### src/deq_pkg.sv
// Package for the double-ended queue: sizes, command codes, state type and index helper.
package deq_pkg;

  localparam int unsigned Depth = 16;
  localparam int unsigned IdxW  = (Depth > 1) ? $clog2(Depth) : 1;
  localparam int unsigned CntW  = $clog2(Depth + 1);
  localparam int unsigned DataW = 32;
  localparam int unsigned CmdW  = 2;
  localparam int unsigned OccW  = 5;

  typedef logic [IdxW-1:0] idx_t;
  typedef logic [CntW-1:0] cnt_t;

  typedef enum logic [CmdW-1:0] {
    CmdPushBack  = CmdW'(0),
    CmdPushFront = CmdW'(1),
    CmdPopFront  = CmdW'(2),
    CmdPopBack   = CmdW'(3)
  } deq_cmd_e;

  typedef enum logic {
    StIdle = 1'b0,
    StRead = 1'b1
  } deq_state_e;

  // The base is below Depth and the offset at most Depth, so one subtraction wraps the sum.
  function automatic idx_t wrap_add(idx_t base, cnt_t offset);
    logic [CntW:0] sum;
    sum = (CntW + 1)'(base) + (CntW + 1)'(offset);
    if (sum >= (CntW + 1)'(Depth)) begin
      sum = sum - (CntW + 1)'(Depth);
    end
    return IdxW'(sum);
  endfunction

endpackage

### src/deq_ram.sv
// Generic single-port RAM with a registered read.
module deq_ram #(
  parameter int unsigned Width = 32,
  parameter int unsigned Depth = 16
) (
  input  logic                                   clk_i,
  input  logic                                   we_i,
  input  logic [((Depth > 1) ? $clog2(Depth) : 1)-1:0] addr_i,
  input  logic [Width-1:0]                       wdata_i,
  output logic [Width-1:0]                       rdata_o
);

  logic [Width-1:0] mem_q [Depth];
  logic [Width-1:0] rdata_q;

  always_ff @(posedge clk_i) begin
    if (we_i) begin
      mem_q[addr_i] <= wdata_i;
    end
    rdata_q <= mem_q[addr_i];
  end

  assign rdata_o = rdata_q;

endmodule

### src/double_ended_queue.sv
// Top level of the double-ended queue held in a circular RAM.
//
// A bounded double-ended queue of signed 32-bit words. Each command word pushes at the
// back or front, or pops from the front or back, and gives exactly one result word with
// the popped value, an error flag, an empty flag and the occupancy after the command.
// A push, or any command that fails, is answered from the idle state; a pop that
// removes an entry passes through the read state, because the single-port RAM's read
// is registered. A pop on an empty queue or a push on a full one leaves the queue
// unchanged, returns zero and sets the error flag. A finished result waits in an output
// register, and a new command is taken in the cycle that result is taken. Entries need
// no clearing after reset, since only written entries are ever read.
module double_ended_queue (
  input  logic                                clk_i,
  input  logic                                rst_ni,
  input  logic                                in_valid_i,
  output logic                                in_ready_o,
  input  logic [deq_pkg::CmdW-1:0]            command_i,
  input  logic signed [deq_pkg::DataW-1:0]    push_value_i,
  output logic                                out_valid_o,
  input  logic                                out_ready_i,
  output logic signed [deq_pkg::DataW-1:0]    pop_value_o,
  output logic                                error_o,
  output logic                                now_empty_o,
  output logic [deq_pkg::OccW-1:0]            occupancy_o
);

  deq_pkg::deq_state_e state_q, state_d;
  deq_pkg::idx_t       front_q, front_d;
  deq_pkg::cnt_t       count_q, count_d;

  logic                       out_valid_q, out_valid_d;
  logic [deq_pkg::DataW-1:0]  pop_value_q;
  logic                       error_q;
  logic                       now_empty_q;
  logic [deq_pkg::OccW-1:0]   occupancy_q;

  logic                       accept;
  logic                       is_full;
  logic                       is_empty;
  logic                       op_err;
  logic                       op_read;
  logic                       load_now;
  logic                       load_pop;
  logic                       ram_we;
  deq_pkg::idx_t              ram_addr;
  logic [deq_pkg::DataW-1:0]  ram_rdata;

  assign in_ready_o = (state_q == deq_pkg::StIdle) && (!out_valid_q || out_ready_i);
  assign accept     = in_valid_i && in_ready_o;
  assign is_full    = (count_q == deq_pkg::CntW'(deq_pkg::Depth));
  assign is_empty   = (count_q == '0);

  always_comb begin
    front_d  = front_q;
    count_d  = count_q;
    ram_we   = 1'b0;
    ram_addr = front_q;
    op_err   = 1'b0;
    op_read  = 1'b0;
    if (accept) begin
      case (deq_pkg::deq_cmd_e'(command_i))
        deq_pkg::CmdPushBack: begin
          if (is_full) begin
            op_err = 1'b1;
          end else begin
            ram_addr = deq_pkg::wrap_add(front_q, count_q);
            ram_we   = 1'b1;
            count_d  = count_q + 1'b1;
          end
        end
        deq_pkg::CmdPushFront: begin
          if (is_full) begin
            op_err = 1'b1;
          end else begin
            front_d  = deq_pkg::wrap_add(front_q, deq_pkg::CntW'(deq_pkg::Depth - 1));
            ram_addr = front_d;
            ram_we   = 1'b1;
            count_d  = count_q + 1'b1;
          end
        end
        deq_pkg::CmdPopFront: begin
          if (is_empty) begin
            op_err = 1'b1;
          end else begin
            ram_addr = front_q;
            op_read  = 1'b1;
            front_d  = deq_pkg::wrap_add(front_q, deq_pkg::CntW'(1));
            count_d  = count_q - 1'b1;
          end
        end
        deq_pkg::CmdPopBack: begin
          if (is_empty) begin
            op_err = 1'b1;
          end else begin
            ram_addr = deq_pkg::wrap_add(front_q, count_q - 1'b1);
            op_read  = 1'b1;
            count_d  = count_q - 1'b1;
          end
        end
        default: begin
          op_err = 1'b1;
        end
      endcase
    end
  end

  always_comb begin
    state_d  = state_q;
    load_now = 1'b0;
    load_pop = 1'b0;
    case (state_q)
      deq_pkg::StIdle: begin
        if (accept) begin
          if (op_read) begin
            state_d = deq_pkg::StRead;
          end else begin
            load_now = 1'b1;
          end
        end
      end
      deq_pkg::StRead: begin
        load_pop = 1'b1;
        state_d  = deq_pkg::StIdle;
      end
      default: begin
        state_d = deq_pkg::StIdle;
      end
    endcase
  end

  always_comb begin
    out_valid_d = out_valid_q;
    if (load_now || load_pop) begin
      out_valid_d = 1'b1;
    end else if (out_ready_i) begin
      out_valid_d = 1'b0;
    end
  end

  always_ff @(posedge clk_i or negedge rst_ni) begin
    if (!rst_ni) begin
      state_q     <= deq_pkg::StIdle;
      front_q     <= '0;
      count_q     <= '0;
      out_valid_q <= 1'b0;
    end else begin
      state_q     <= state_d;
      front_q     <= front_d;
      count_q     <= count_d;
      out_valid_q <= out_valid_d;
    end
  end

  always_ff @(posedge clk_i) begin
    if (accept) begin
      error_q     <= op_err;
      now_empty_q <= (count_d == '0);
      occupancy_q <= deq_pkg::OccW'(count_d);
    end
    if (load_now) begin
      pop_value_q <= '0;
    end else if (load_pop) begin
      pop_value_q <= ram_rdata;
    end
  end

  deq_ram #(
    .Width (deq_pkg::DataW),
    .Depth (deq_pkg::Depth)
  ) u_ram (
    .clk_i   (clk_i),
    .we_i    (ram_we),
    .addr_i  (ram_addr),
    .wdata_i (push_value_i),
    .rdata_o (ram_rdata)
  );

  assign out_valid_o = out_valid_q;
  assign pop_value_o = pop_value_q;
  assign error_o     = error_q;
  assign now_empty_o = now_empty_q;
  assign occupancy_o = occupancy_q;

endmodule

### config.mk
export PLATFORM = sky130hd
export DESIGN_NAME = double_ended_queue
export DESIGN_NICKNAME = d
export VERILOG_FILES = /design/src/deq_pkg.sv /design/src/deq_ram.sv /design/src/double_ended_queue.sv
export SDC_FILE = /design/constraint.sdc
export NUM_CORES = 1
export LEC_CHECK = 0
export ABC_AREA = 1
export BUFFER_PORTS_ARGS = -buffer_cell sky130_fd_sc_hd__buf_2
export CAP_MARGIN = 10
export CORE_ASPECT_RATIO = 0.7
export CORE_MARGIN = 1
export CORE_UTILIZATION = 25
export DETAILED_ROUTE_END_ITERATION = 8
export GPL_TIMING_DRIVEN = 0
export PLACE_DENSITY_LB_ADDON = 0.25
export SLEW_MARGIN = 20
export SYNTH_ARGS = -nofsm -noshare
export SYNTH_HDL_FRONTEND = slang
export SYNTH_SLANG_ARGS = --single-unit
export TNS_END_PERCENT = 5
### constraint.sdc
create_clock -name clk_i -period 9.5 [get_ports clk_i]
set_clock_uncertainty 0.05 [all_clocks]
set_input_delay 0 -clock clk_i [delete_from_list [all_inputs] [get_ports clk_i]]
set_output_delay 0 -clock clk_i [all_outputs]
set_load 0.005 [all_outputs]
==> out/summary.txt, run 1 <==
utilization after layout -> 30.7%
area of the die -> 102000 um^2
Top cell by count, worst path -> sky130_fd_sc_hd__nand3_1
number of top-level pins -> 79
Buffers on Ports -> 76
clock period minus final worst setup slack -> 4540 ps
number of nets produced by synthesis -> 2528
Peak Freq -> 220 MHz
horizontal extent of the die -> 381 um
cell chosen for the clock root -> sky130_fd_sc_hd__clkbuf_16
total length of routed wires -> 78.8 mm
total clock sinks -> 594
syn_area_per_cell -> 10.1 um^2
site row count -> 96
total number of yosys warnings -> 0
effective utilization at floorplan -> 25.4%
number of enable flip-flop cells after synthesis -> 519
relative slew slack -> 39.1%
CP bufs+invs -> 6
type of destination of the critical path -> flop
Required @ worst endpoint -> 9790 ps
share of synthesized area spent on multiplexers -> 0%
startpoint-to-endpoint class of the critical path -> flop to flop
final sum of negative setup slack -> 0 ps
via density per instance -> 4.38
Worst Max-Slew Pin Slew -> 913 ps
max capacitance violation total -> 0
cell family with most CP delay -> simple AND/OR/NAND/NOR gates
clock latency reported for the late side of the worst-skew pair -> 640 ps
Hold Path Origin -> push_value_i[18]
Crit Path Max Fanout -> 14
post-route antenna net violation count -> 0
buffers from clock root to sink, at most -> 3
Iter 0 DRT Violations -> 1764
slowest stage cell on the critical path -> sky130_fd_sc_hd__nor2_2
simple logic cell fraction of the synthesized area -> 25.0%
P_leak -> 12.4 nW
die extent in y -> 267 um
number of nets in the finished design -> 2732
number of cell instances on the worst register-to-register path -> 19
terminus of the critical flop-to-flop path -> u_ram.mem_q[9][1]
post-CTS setup repair buffer count -> 0
share of synthesized area occupied by flip-flops and latches -> 68.3%
placed wire-length estimate -> 54.4 mm
Compound-Gate Fraction of Synth Area -> 1.45%
netlist area before placement -> 25100 um^2
post-cts sizing count -> 0
largest family of logic cells by synthesized area -> simple AND/OR/NAND/NOR gates
power per unit of standard cell area -> 295 nW/um^2
area share of the leading cell type in the synthesized netlist -> 62.1%
Final setup viols -> 0
#FFs+latches synth -> 594
global-route usage over all layers -> 15.4%
P&R area growth vs syn -> 20.9%
DRC Markers -> 0
clock-pin slew of the registers on the worst-case setup and hold paths -> 70 ps
RSZ-0062 raised after global routing -> no
cell accounting for the most synthesized area -> sky130_fd_sc_hd__edfxtp_1
global-route wire length before repair -> 115 mm
Post-synth ARST share -> 1.85%
Reg-to-Reg Start -> count_q[0]
average wire length per cell after detail routing -> 19.4 um
min-delay worst type -> primary input to flop
number of cells traversed by the worst hold path -> 2
routability cong. -> 0.811
detailed-route via count -> 17.8k
portion of the clock cycle consumed by the worst path in the final layout -> 47.8%
arrival time of the worst setup path -> 4830 ps
result of the run -> finished clean
vias in the first global route -> 16.9k
internal reg-to-reg setup slack -> 4960 ps
ratio of cells with drive above 1 in the final layout -> 12.1%
pin count of the biggest net entering global routing -> 19
TritonCTS clock tree -> yes
Hold EP -> u_ram.mem_q[13][18]
Hold-fix buffers, CTS -> 39
area of the placeable core -> 98700 um^2
cells taking the most area after synthesis -> sky130_fd_sc_hd__edfxtp_1 62%, sky130_fd_sc_hd__nand2_1 18%, sky130_fd_sc_hd__nand3_1 5.5%
count of final hold-check violations -> 0
H-tree levels -> 2
initial antenna violation count -> 6
overflow left after global routing -> 0
cells along the critical path -> inv_1 -> ha_1 -> xnor2_1 -> inv_1 -> ha_1 -> nand3_1 -> nand3_1 -> nand3_1 -> nand3_1 -> nand2_1 -> nand3_1 -> nand2_1 -> nand2_1 -> nor2_2 -> buf_2 -> inv_2 -> nor2_4 -> buf_16 -> buf_16
Slew Viols, Final -> 0
primary flip-flop cell chosen by synthesis mapping -> sky130_fd_sc_hd__edfxtp_1
category of the worst setup path launch point -> flop
Synth Area in Adders -> 0.708%
number of instances in the synthesized netlist -> 2477
delay of the slowest cell on the worst path -> 490 ps
number of detailed-route iterations in the first pass -> 5
maximum VDD drop -> 166 uV
post-synthesis cell type count -> 38
TritonCTS buffer count -> 59
post-synthesis share of cell area spent on xor and xnor gates -> 0.314%
-- placed cells by master, fill, tap and decap left out, drive strengths merged --
| cell | synthesis | routed |
|---|---|---|
| a211oi | 1 | 1 |
| a21oi | 44 | 44 |
| a22oi | 1 | 1 |
| buf | 100 | 204 |
| bufinv | 0 | 5 |
| clkbuf | 40 | 123 |
| clkinv | 0 | 16 |
| clkinvlp | 0 | 5 |
| dfrtp | 11 | 11 |
| dfxtp | 64 | 64 |
| diode | 0 | 1 |
| dlygate4sd3 | 0 | 39 |
| edfxtp | 519 | 519 |
| fa | 2 | 2 |
| ha | 11 | 11 |
| inv | 99 | 100 |
| nand2 | 1238 | 1238 |
| nand3 | 278 | 278 |
| nand4 | 8 | 8 |
| nor2 | 30 | 30 |
| nor3 | 2 | 2 |
| nor3b | 1 | 1 |
| o211ai | 2 | 2 |
| o21ai | 14 | 14 |
| o221ai | 1 | 1 |
| o31ai | 1 | 1 |
| o32ai | 1 | 1 |
| xnor2 | 1 | 1 |
| xor2 | 8 | 8 |
-- state kept, by name (all words and copies together), names as in the netlist --
register / count
occupancy_o: 5
u_ram.rdata_o: 32
state_q: 1
u_ram.mem_q: 512
now_empty_o: 1
count_q: 5
front_q: 4
out_valid_o: 1
pop_value_o: 32
error_o: 1
-- logic make-up after synthesis --
family          Yosys count
compound gates           65
xor+xnor                  9
fa+ha+maj                13
buf+inv                 239
flops                   594
simple gates           1557
-- through the flow --
step           total power, mW  instances  area, um^2  worst slack, ps  hold WS (ps)
2_1_floorplan             5.28       2477       25100             5370          -346
3_3_place_gp              6.53       3876       27100             2320          -133
3_5_place_dp              6.59       3904       28000             4970          -127
4_1_cts                   9.00       4053       30300             4940           241
5_1_grt                   9.53       4053       30300             4620           255
6_report                  8.94       4054       30300             4960           274
-- synthesized netlist by cell type (8+ instances only) --
master                        n
sky130_fd_sc_hd__nand2_1   1233
sky130_fd_sc_hd__edfxtp_1   519
sky130_fd_sc_hd__nand3_1    276
sky130_fd_sc_hd__inv_1       90
sky130_fd_sc_hd__buf_2       85
sky130_fd_sc_hd__dfxtp_1     64
sky130_fd_sc_hd__a21oi_1     41
sky130_fd_sc_hd__clkbuf_1    39
sky130_fd_sc_hd__nor2_1      26
sky130_fd_sc_hd__dfrtp_1     11
sky130_fd_sc_hd__ha_1        11
sky130_fd_sc_hd__o21ai_0     10
sky130_fd_sc_hd__inv_2        9
sky130_fd_sc_hd__buf_4        8
sky130_fd_sc_hd__nand4_1      8
sky130_fd_sc_hd__xor2_1       8
-- layer usage --
layer  wire length [um]  GRT usage (%)  part of all wire [%]  vias to the layer above
met5                  0              0                     0                        -
met4               1200           2.75                   1.5                        0
met3               6000           2.92                   7.6                       71
met2              32200           22.3                    41                      582
met1              39400           23.7                    50                     8503
li1                   -              -                     -                     8609
-- worst max path at each step --
stage                           from            endpoint  slack, ps  depth (start not counted)
final                     count_q[0]   u_ram.mem_q[9][1]       4960                         19
after global placement    count_q[0]  u_ram.mem_q[13][0]       2320                         17
after floorplan           count_q[0]  u_ram.mem_q[12][0]       5370                         18
after CTS                 count_q[0]   u_ram.mem_q[8][8]       4940                         15
after global routing      count_q[0]   u_ram.mem_q[9][1]       4620                         20
after detailed placement  count_q[0]   u_ram.mem_q[8][9]       4970                         15
-- power breakdown --
part           total, mW  internal (mW)  switching [mW]
clock network       2.39           1.35            1.03
logic               3.39          0.953            2.43
registers           3.17           3.08          0.0875
total               8.94           5.39            3.56
-- layout make-up --
type                       count  area (um^2)
antenna                        1         2.50
multi-input combinational   1644         7020
timing repair buffer         143         1510
clock inverter                27          284
clock buffer                  83         1660
buffer                       140          687
sequential                   594        17100
tap                         1323         1660
fill                       10200        68400
inverter                      99          372
No activity file was read; power rests on OpenSTA's default activity.
==> inputs of run 2 (changes only) <==
==> constraint.sdc (replaced) <==
create_clock -name clk_i -period 3.8 [get_ports clk_i]
set_clock_uncertainty 0.05 [all_clocks]
set_input_delay 0 -clock clk_i [delete_from_list [all_inputs] [get_ports clk_i]]
set_output_delay 0 -clock clk_i [all_outputs]
set_load 0.005 [all_outputs]
==> out/summary.txt, run 2 (same netlist as run 1, synthesis figures left out) <==
register containing the most flip-flops in the final layout -> u_ram.mem_q
min-delay worst type -> primary input to flop
final sum of negative setup slack -> 0 ps
max capacitance violation total -> 0
ratio of cells with drive above 1 in the final layout -> 13.4%
horizontal extent of the die -> 381 um
DRC Markers -> 0
worst-case setup margin in the final layout -> 202 ps
P&R area growth vs syn -> 22.7%
average wire length per cell after detail routing -> 19.5 um
area of the die -> 102000 um^2
flip-flop count of the largest register, all copies and words added -> 512
Slew Viols, Final -> 0
count of final hold-check violations -> 0
clock latency reported for the late side of the worst-skew pair -> 640 ps
Required @ worst endpoint -> 4090 ps
total length of routed wires -> 79.5 mm
die extent in y -> 267 um
highest-count cells in the layout ignoring fill and taps -> 1231 x sky130_fd_sc_hd__nand2_1, 519 x sky130_fd_sc_hd__edfxtp_1, 274 x sky130_fd_sc_hd__nand3_1, 154 x sky130_fd_sc_hd__buf_2, 87 x sky130_fd_sc_hd__inv_1
routability cong. -> 0.811
area of the placeable core -> 98700 um^2
via density per instance -> 4.39
initial antenna violation count -> 4
number of top-level pins -> 79
placed wire-length estimate -> 54.4 mm
Tot Pwr -> 22.6 mW
relative slew slack -> 40.8%
result of the run -> finished clean
Worst Max-Slew Pin Slew -> 888 ps
number of nets in the finished design -> 2764
Final setup viols -> 0
Min Hold Slack -> 271 ps
overflow left after global routing -> 0
detailed-route via count -> 17.9k
clock-pin slew of the registers on the worst-case setup and hold paths -> 60 ps
P_leak -> 12.6 nW
type of destination of the critical path -> flop
clock period minus final worst setup slack -> 3600 ps
vias in the first global route -> 17.0k
effective utilization at floorplan -> 25.4%
pin count of the biggest net entering global routing -> 19
Crit Path Max Fanout -> 13
site row count -> 96
startpoint-to-endpoint class of the critical path -> flop to flop
category of the worst setup path launch point -> flop
portion of the clock cycle consumed by the worst path in the final layout -> 94.7%
cell chosen for the clock root -> sky130_fd_sc_hd__clkbuf_16
maximum VDD drop -> 407 uV
power per unit of standard cell area -> 732 nW/um^2
global-route wire length before repair -> 116 mm
number of detailed-route iterations in the first pass -> 6
most common cell after layout, fill and taps aside -> sky130_fd_sc_hd__nand2_1
H-tree levels -> 2
post-route antenna net violation count -> 0
buffers from clock root to sink, at most -> 3
Peak Freq -> 278 MHz
Iter 0 DRT Violations -> 1733
TritonCTS clock tree -> yes
pre-CTS setup slack -> -734 ps
global-route usage over all layers -> 15.5%
TritonCTS buffer count -> 59
arrival time of the worst setup path -> 3890 ps
total clock sinks -> 594
Buffers on Ports -> 76
[run 2: final cells by class]
cell class                      instances  area [um^2]
Fill cell                           10200        67900
Sequential cell                       594        17100
Multi-Input combinational cell       1644         7060
Timing Repair Buffer                  177         1910
Clock buffer                           83         1660
Tap cell                             1323         1660
Buffer                                138          706
Inverter                               99          379
Clock inverter                         27          284
Antenna cell                            1         2.50
[run 2: per-stage QoR]
stage	utilization [%]	area (um^2)	std cells
2_1_floorplan	-	25100	2477
3_3_place_gp	27.5	27100	3876
3_5_place_dp	28.4	28000	3904
4_1_cts	31.1	30700	4082
5_1_grt	31.2	30800	4085
6_report	31.2	30800	4086
[run 2: path summary, 6_finish.rpt]
kind	start	endpoint	slack, ps	depth (start not counted)
max	count_q[0]	u_ram.mem_q[1][9]	200	19
max reg2reg	count_q[0]	u_ram.mem_q[1][9]	200	19
min	push_value_i[21]	u_ram.mem_q[12][21]	270	2
min in group asynchronous	rst_ni	front_q[0]	410	3
min reg2reg	u_ram.rdata_o[31]	pop_value_o[31]	390	2
max in group asynchronous	rst_ni	count_q[0]	2830	3
[run 2: power by group]
part	leakage, nW	total [mW]	internal [mW]	switching (mW)
sequential	5.34	7.93	7.71	0.223
combinational	6.32	8.66	2.50	6.16
clock	0.936	5.97	3.38	2.59
total	12.6	22.6	13.6	8.97
[run 2: critical path, stage by stage (launching register included)]
cell                         delay [ps]
sky130_fd_sc_hd__dfrtp_2            420
sky130_fd_sc_hd__inv_4               70
sky130_fd_sc_hd__ha_1               230
sky130_fd_sc_hd__xnor2_1            170
sky130_fd_sc_hd__inv_1               60
sky130_fd_sc_hd__ha_1               320
sky130_fd_sc_hd__nand3_1            100
sky130_fd_sc_hd__nand3_1            130
sky130_fd_sc_hd__inv_1               80
sky130_fd_sc_hd__nand2_1             70
sky130_fd_sc_hd__nand3_1             70
sky130_fd_sc_hd__nand2_1             50
sky130_fd_sc_hd__nand3_1             80
sky130_fd_sc_hd__nand2_2            120
sky130_fd_sc_hd__a21oi_4            250
sky130_fd_sc_hd__buf_8              200
sky130_fd_sc_hd__clkinvlp_4         220
sky130_fd_sc_hd__nor2_4             220
sky130_fd_sc_hd__buf_16             190
sky130_fd_sc_hd__buf_16             170
[run 2: per-layer routing]
metal	wire, um	up-vias	global-route usage, %
li1	-	8673	-
met1	39200	8582	23.7
met2	32400	598	22.3
met3	6510	79	3.26
met4	1380	0	3.03
met5	0	-	0
[run 2: repair_timing]
action	CTS	global route
gates resized for setup	12	13
endpoints found under the hold margin	541	0
cloned	0	1
setup endpoints to repair	512	516
hold buffers	39	0
buffers inserted	30	3
pin swaps	20	7
==> inputs of run 3 (changes only) <==
--- a/config.mk
+++ b/config.mk
@@ -5,9 +5,8 @@
 export SDC_FILE = /design/constraint.sdc
 export NUM_CORES = 1
 export LEC_CHECK = 0
-export ABC_AREA = 1
+export ABC_AREA = 0
 export BUFFER_PORTS_ARGS = -buffer_cell sky130_fd_sc_hd__buf_2
-export CAP_MARGIN = 10
 export CORE_ASPECT_RATIO = 0.7
 export CORE_MARGIN = 1
 export CORE_UTILIZATION = 25
==> out/summary.txt, run 3 <==
DRC Markers -> 0
Min Hold Slack -> 136 ps
cell chosen for the clock root -> sky130_fd_sc_hd__clkbuf_16
total length of routed wires -> 63.8 mm
relative slew slack -> 27.1%
share of synthesized area occupied by flip-flops and latches -> 73.0%
arrival time of the worst setup path -> 4060 ps
Required @ worst endpoint -> 4130 ps
#FFs+latches synth -> 594
global-route wire length before repair -> 93.3 mm
max capacitance violation total -> 0
site row count -> 93
post-route antenna net violation count -> 0
Layout Cell Area excl Fill -> 29300 um^2
count of fill cells added during filler insertion -> 9026
H-tree levels -> 2
worst-case setup margin in the final layout -> 70.7 ps
clock period minus final worst setup slack -> 3730 ps
Crit Path Max Fanout -> 10
number of cell instances on the worst register-to-register path -> 13
maximum VDD drop -> 409 uV
detailed-route via count -> 13.3k
buffers from clock root to sink, at most -> 3
result of the run -> finished clean
Hold EP -> front_q[3]
overflow left after global routing -> 0
cell area after placement -> 26300 um^2
vias in the first global route -> 13.7k
clock-pin slew of the registers on the worst-case setup and hold paths -> 70 ps
most frequent cell after synthesis -> sky130_fd_sc_hd__edfxtp_1
Peak Freq -> 268 MHz
ratio of cells with drive above 1 in the final layout -> 25.8%
most common cell after layout, fill and taps aside -> sky130_fd_sc_hd__edfxtp_1
number of detailed-route iterations in the first pass -> 8
min-delay worst type -> primary input to flop
RSZ-0062 raised after global routing -> yes
routability cong. -> 0.810
area of the die -> 95100 um^2
top cell types by occurrence after synthesis -> 519 x sky130_fd_sc_hd__edfxtp_1, 163 x sky130_fd_sc_hd__mux2i_1, 141 x sky130_fd_sc_hd__nand2_1
P_leak -> 9.88 nW
cell accounting for the most synthesized area -> sky130_fd_sc_hd__edfxtp_1
number of cells traversed by the worst hold path -> 6
P&R area growth vs syn -> 24.7%
flip-flop count of the largest register, all copies and words added -> 512
Hold Path Origin -> command_i[0]
internal reg-to-reg setup slack -> 70 ps
number of nets produced by synthesis -> 1510
horizontal extent of the die -> 368 um
pre-CTS setup slack -> -1200 ps
portion of the clock cycle consumed by the worst path in the final layout -> 98.1%
initial antenna violation count -> 1
Tot Pwr -> 20.9 mW
primary flip-flop cell chosen by synthesis mapping -> sky130_fd_sc_hd__edfxtp_1
number of top-level pins -> 79
Slew Viols, Final -> 0
Final setup viols -> 0
register containing the most flip-flops in the final layout -> u_ram.mem_q
effective utilization at floorplan -> 25.4%
via density per instance -> 4.46
netlist area before placement -> 23500 um^2
highest-count cells in the layout ignoring fill and taps -> 519 x sky130_fd_sc_hd__edfxtp_1, 161 x sky130_fd_sc_hd__mux2i_1, 141 x sky130_fd_sc_hd__nand2_1, 132 x sky130_fd_sc_hd__o211ai_1, 128 x sky130_fd_sc_hd__mux2_2
total number of yosys warnings -> 0
Reg-to-Reg Start -> count_q[1]
average wire length per cell after detail routing -> 21.5 um
Worst Max-Slew Pin Slew -> 1090 ps
number of enable flip-flop cells after synthesis -> 519
area of the placeable core -> 92500 um^2
Buffers on Ports -> 77
die extent in y -> 258 um
category of the worst setup path launch point -> flop
total clock sinks -> 594
final sum of negative setup slack -> 0 ps
number of instances in the synthesized netlist -> 1459
cells taking the most area after synthesis -> sky130_fd_sc_hd__edfxtp_1 66%, sky130_fd_sc_hd__mux2i_1 7.0%, sky130_fd_sc_hd__mux2_2 6.1%
terminus of the critical flop-to-flop path -> u_ram.rdata_o[11]
diodes inserted -> 0
global-route usage over all layers -> 13.4%
area share of the leading cell type in the synthesized netlist -> 66.4%
Post-synth ARST share -> 1.85%
placed wire-length estimate -> 42.9 mm
count of final hold-check violations -> 0
post-synthesis cell type count -> 50
power per unit of standard cell area -> 713 nW/um^2
type of destination of the critical path -> flop
number of nets in the finished design -> 1742
startpoint-to-endpoint class of the critical path -> flop to flop
TritonCTS clock tree -> yes
clock latency reported for the late side of the worst-skew pair -> 630 ps
pin count of the biggest net entering global routing -> 18
syn_area_per_cell -> 16.1 um^2
Iter 0 DRT Violations -> 1060
TritonCTS buffer count -> 57
-- run 3: cell count changes after synthesis, sizes merged, moves of 6 or more --
cell    before  now
mux2i        0  165
nand4        8   35
nand3      278    8
a31oi        0    6
nand2b       0    6
nor2        30   63
o211ai       2  132
a21oi       44   10
inv         99   12
nand2     1238  141
xnor2        1    7
buf        100   44
mux2         0  128
-- run 3: cell type report --
type                       instances  area (um^2)  share of cell area (%)
buffer                            86          510                    1.74
clock buffer                      83         1620                    5.55
clock inverter                    24          305                    1.04
inverter                          12         45.0                   0.154
multi-input combinational        766         6070                    20.7
sequential                       594        17100                    58.6
tap                             1235         1550                    5.28
timing repair buffer             174         2020                    6.89
-- run 3: kinds of logic (layout without fill, tap and decap cells) --
logic type / Yosys count / after routing / synth area share [%]
flops: 594 / 594 / 73.0
fa+ha+maj: 13 / 13 / 0.757
compound gates: 176 / 176 / 5.57
xor+xnor: 11 / 11 / 0.410
mux: 293 / 293 / 13.2
simple gates: 273 / 273 / 5.15
buf+inv: 99 / 379 / 1.84
-- run 3: where the power goes --
group,internal [mW],switching [mW]
combinational,2.52,4.49
sequential,7.79,0.236
clock,3.38,2.45
total,13.7,7.18
-- run 3: what timing repair did --
item	in CTS	in global routing
setup endpoints to repair	544	432
pin swaps	17	8
resized for setup	43	38
buffers inserted	27	3
hold endpoints to repair	525	0
hold buffers	37	0
-- run 3: stage by stage --
stage,instances,util (%)
4_1_cts,2972,31.5
6_report,2974,31.6
5_1_grt,2974,31.6
2_1_floorplan,1459,-
3_5_place_dp,2801,28.5
3_3_place_gp,2771,27.5
-- run 3: worst max-delay path, cell delays in order (launching register included) --
cell and delay, ps:
sky130_fd_sc_hd__dfrtp_2 460, sky130_fd_sc_hd__inv_2 110, sky130_fd_sc_hd__ha_2 220, sky130_fd_sc_hd__or3b_1 360, sky130_fd_sc_hd__buf_2 170, sky130_fd_sc_hd__o211ai_1 180
sky130_fd_sc_hd__o211ai_1 140, sky130_fd_sc_hd__a31oi_2 330, sky130_fd_sc_hd__buf_6 220, sky130_fd_sc_hd__buf_6 190, sky130_fd_sc_hd__buf_6 190, sky130_fd_sc_hd__mux2_2 350
sky130_fd_sc_hd__o211ai_1 200, sky130_fd_sc_hd__nand4_1 340
-- run 3: metal layers --
metal | wire [um] | GRT usage [%]
met5 | 17 | 0
met1 | 30900 | 19.4
met3 | 3000 | 2.03
met2 | 28900 | 21.1
met4 | 1040 | 2.95
-- run 3: how the worst max path moves through the flow --
stage,startpoint,endpoint,slack (ps),cells after the start
6_report,count_q[1],u_ram.rdata_o[11],70,13
5_1_grt,count_q[0],u_ram.rdata_o[11],-9,13
4_1_cts,count_q[1],u_ram.rdata_o[28],-60,12
3_5_place_dp,count_q[1],u_ram.mem_q[10][17],-1200,14
3_3_place_gp,count_q[1],u_ram.mem_q[10][17],-3290,12
2_1_floorplan,count_q[1],u_ram.mem_q[0][0],-520,12
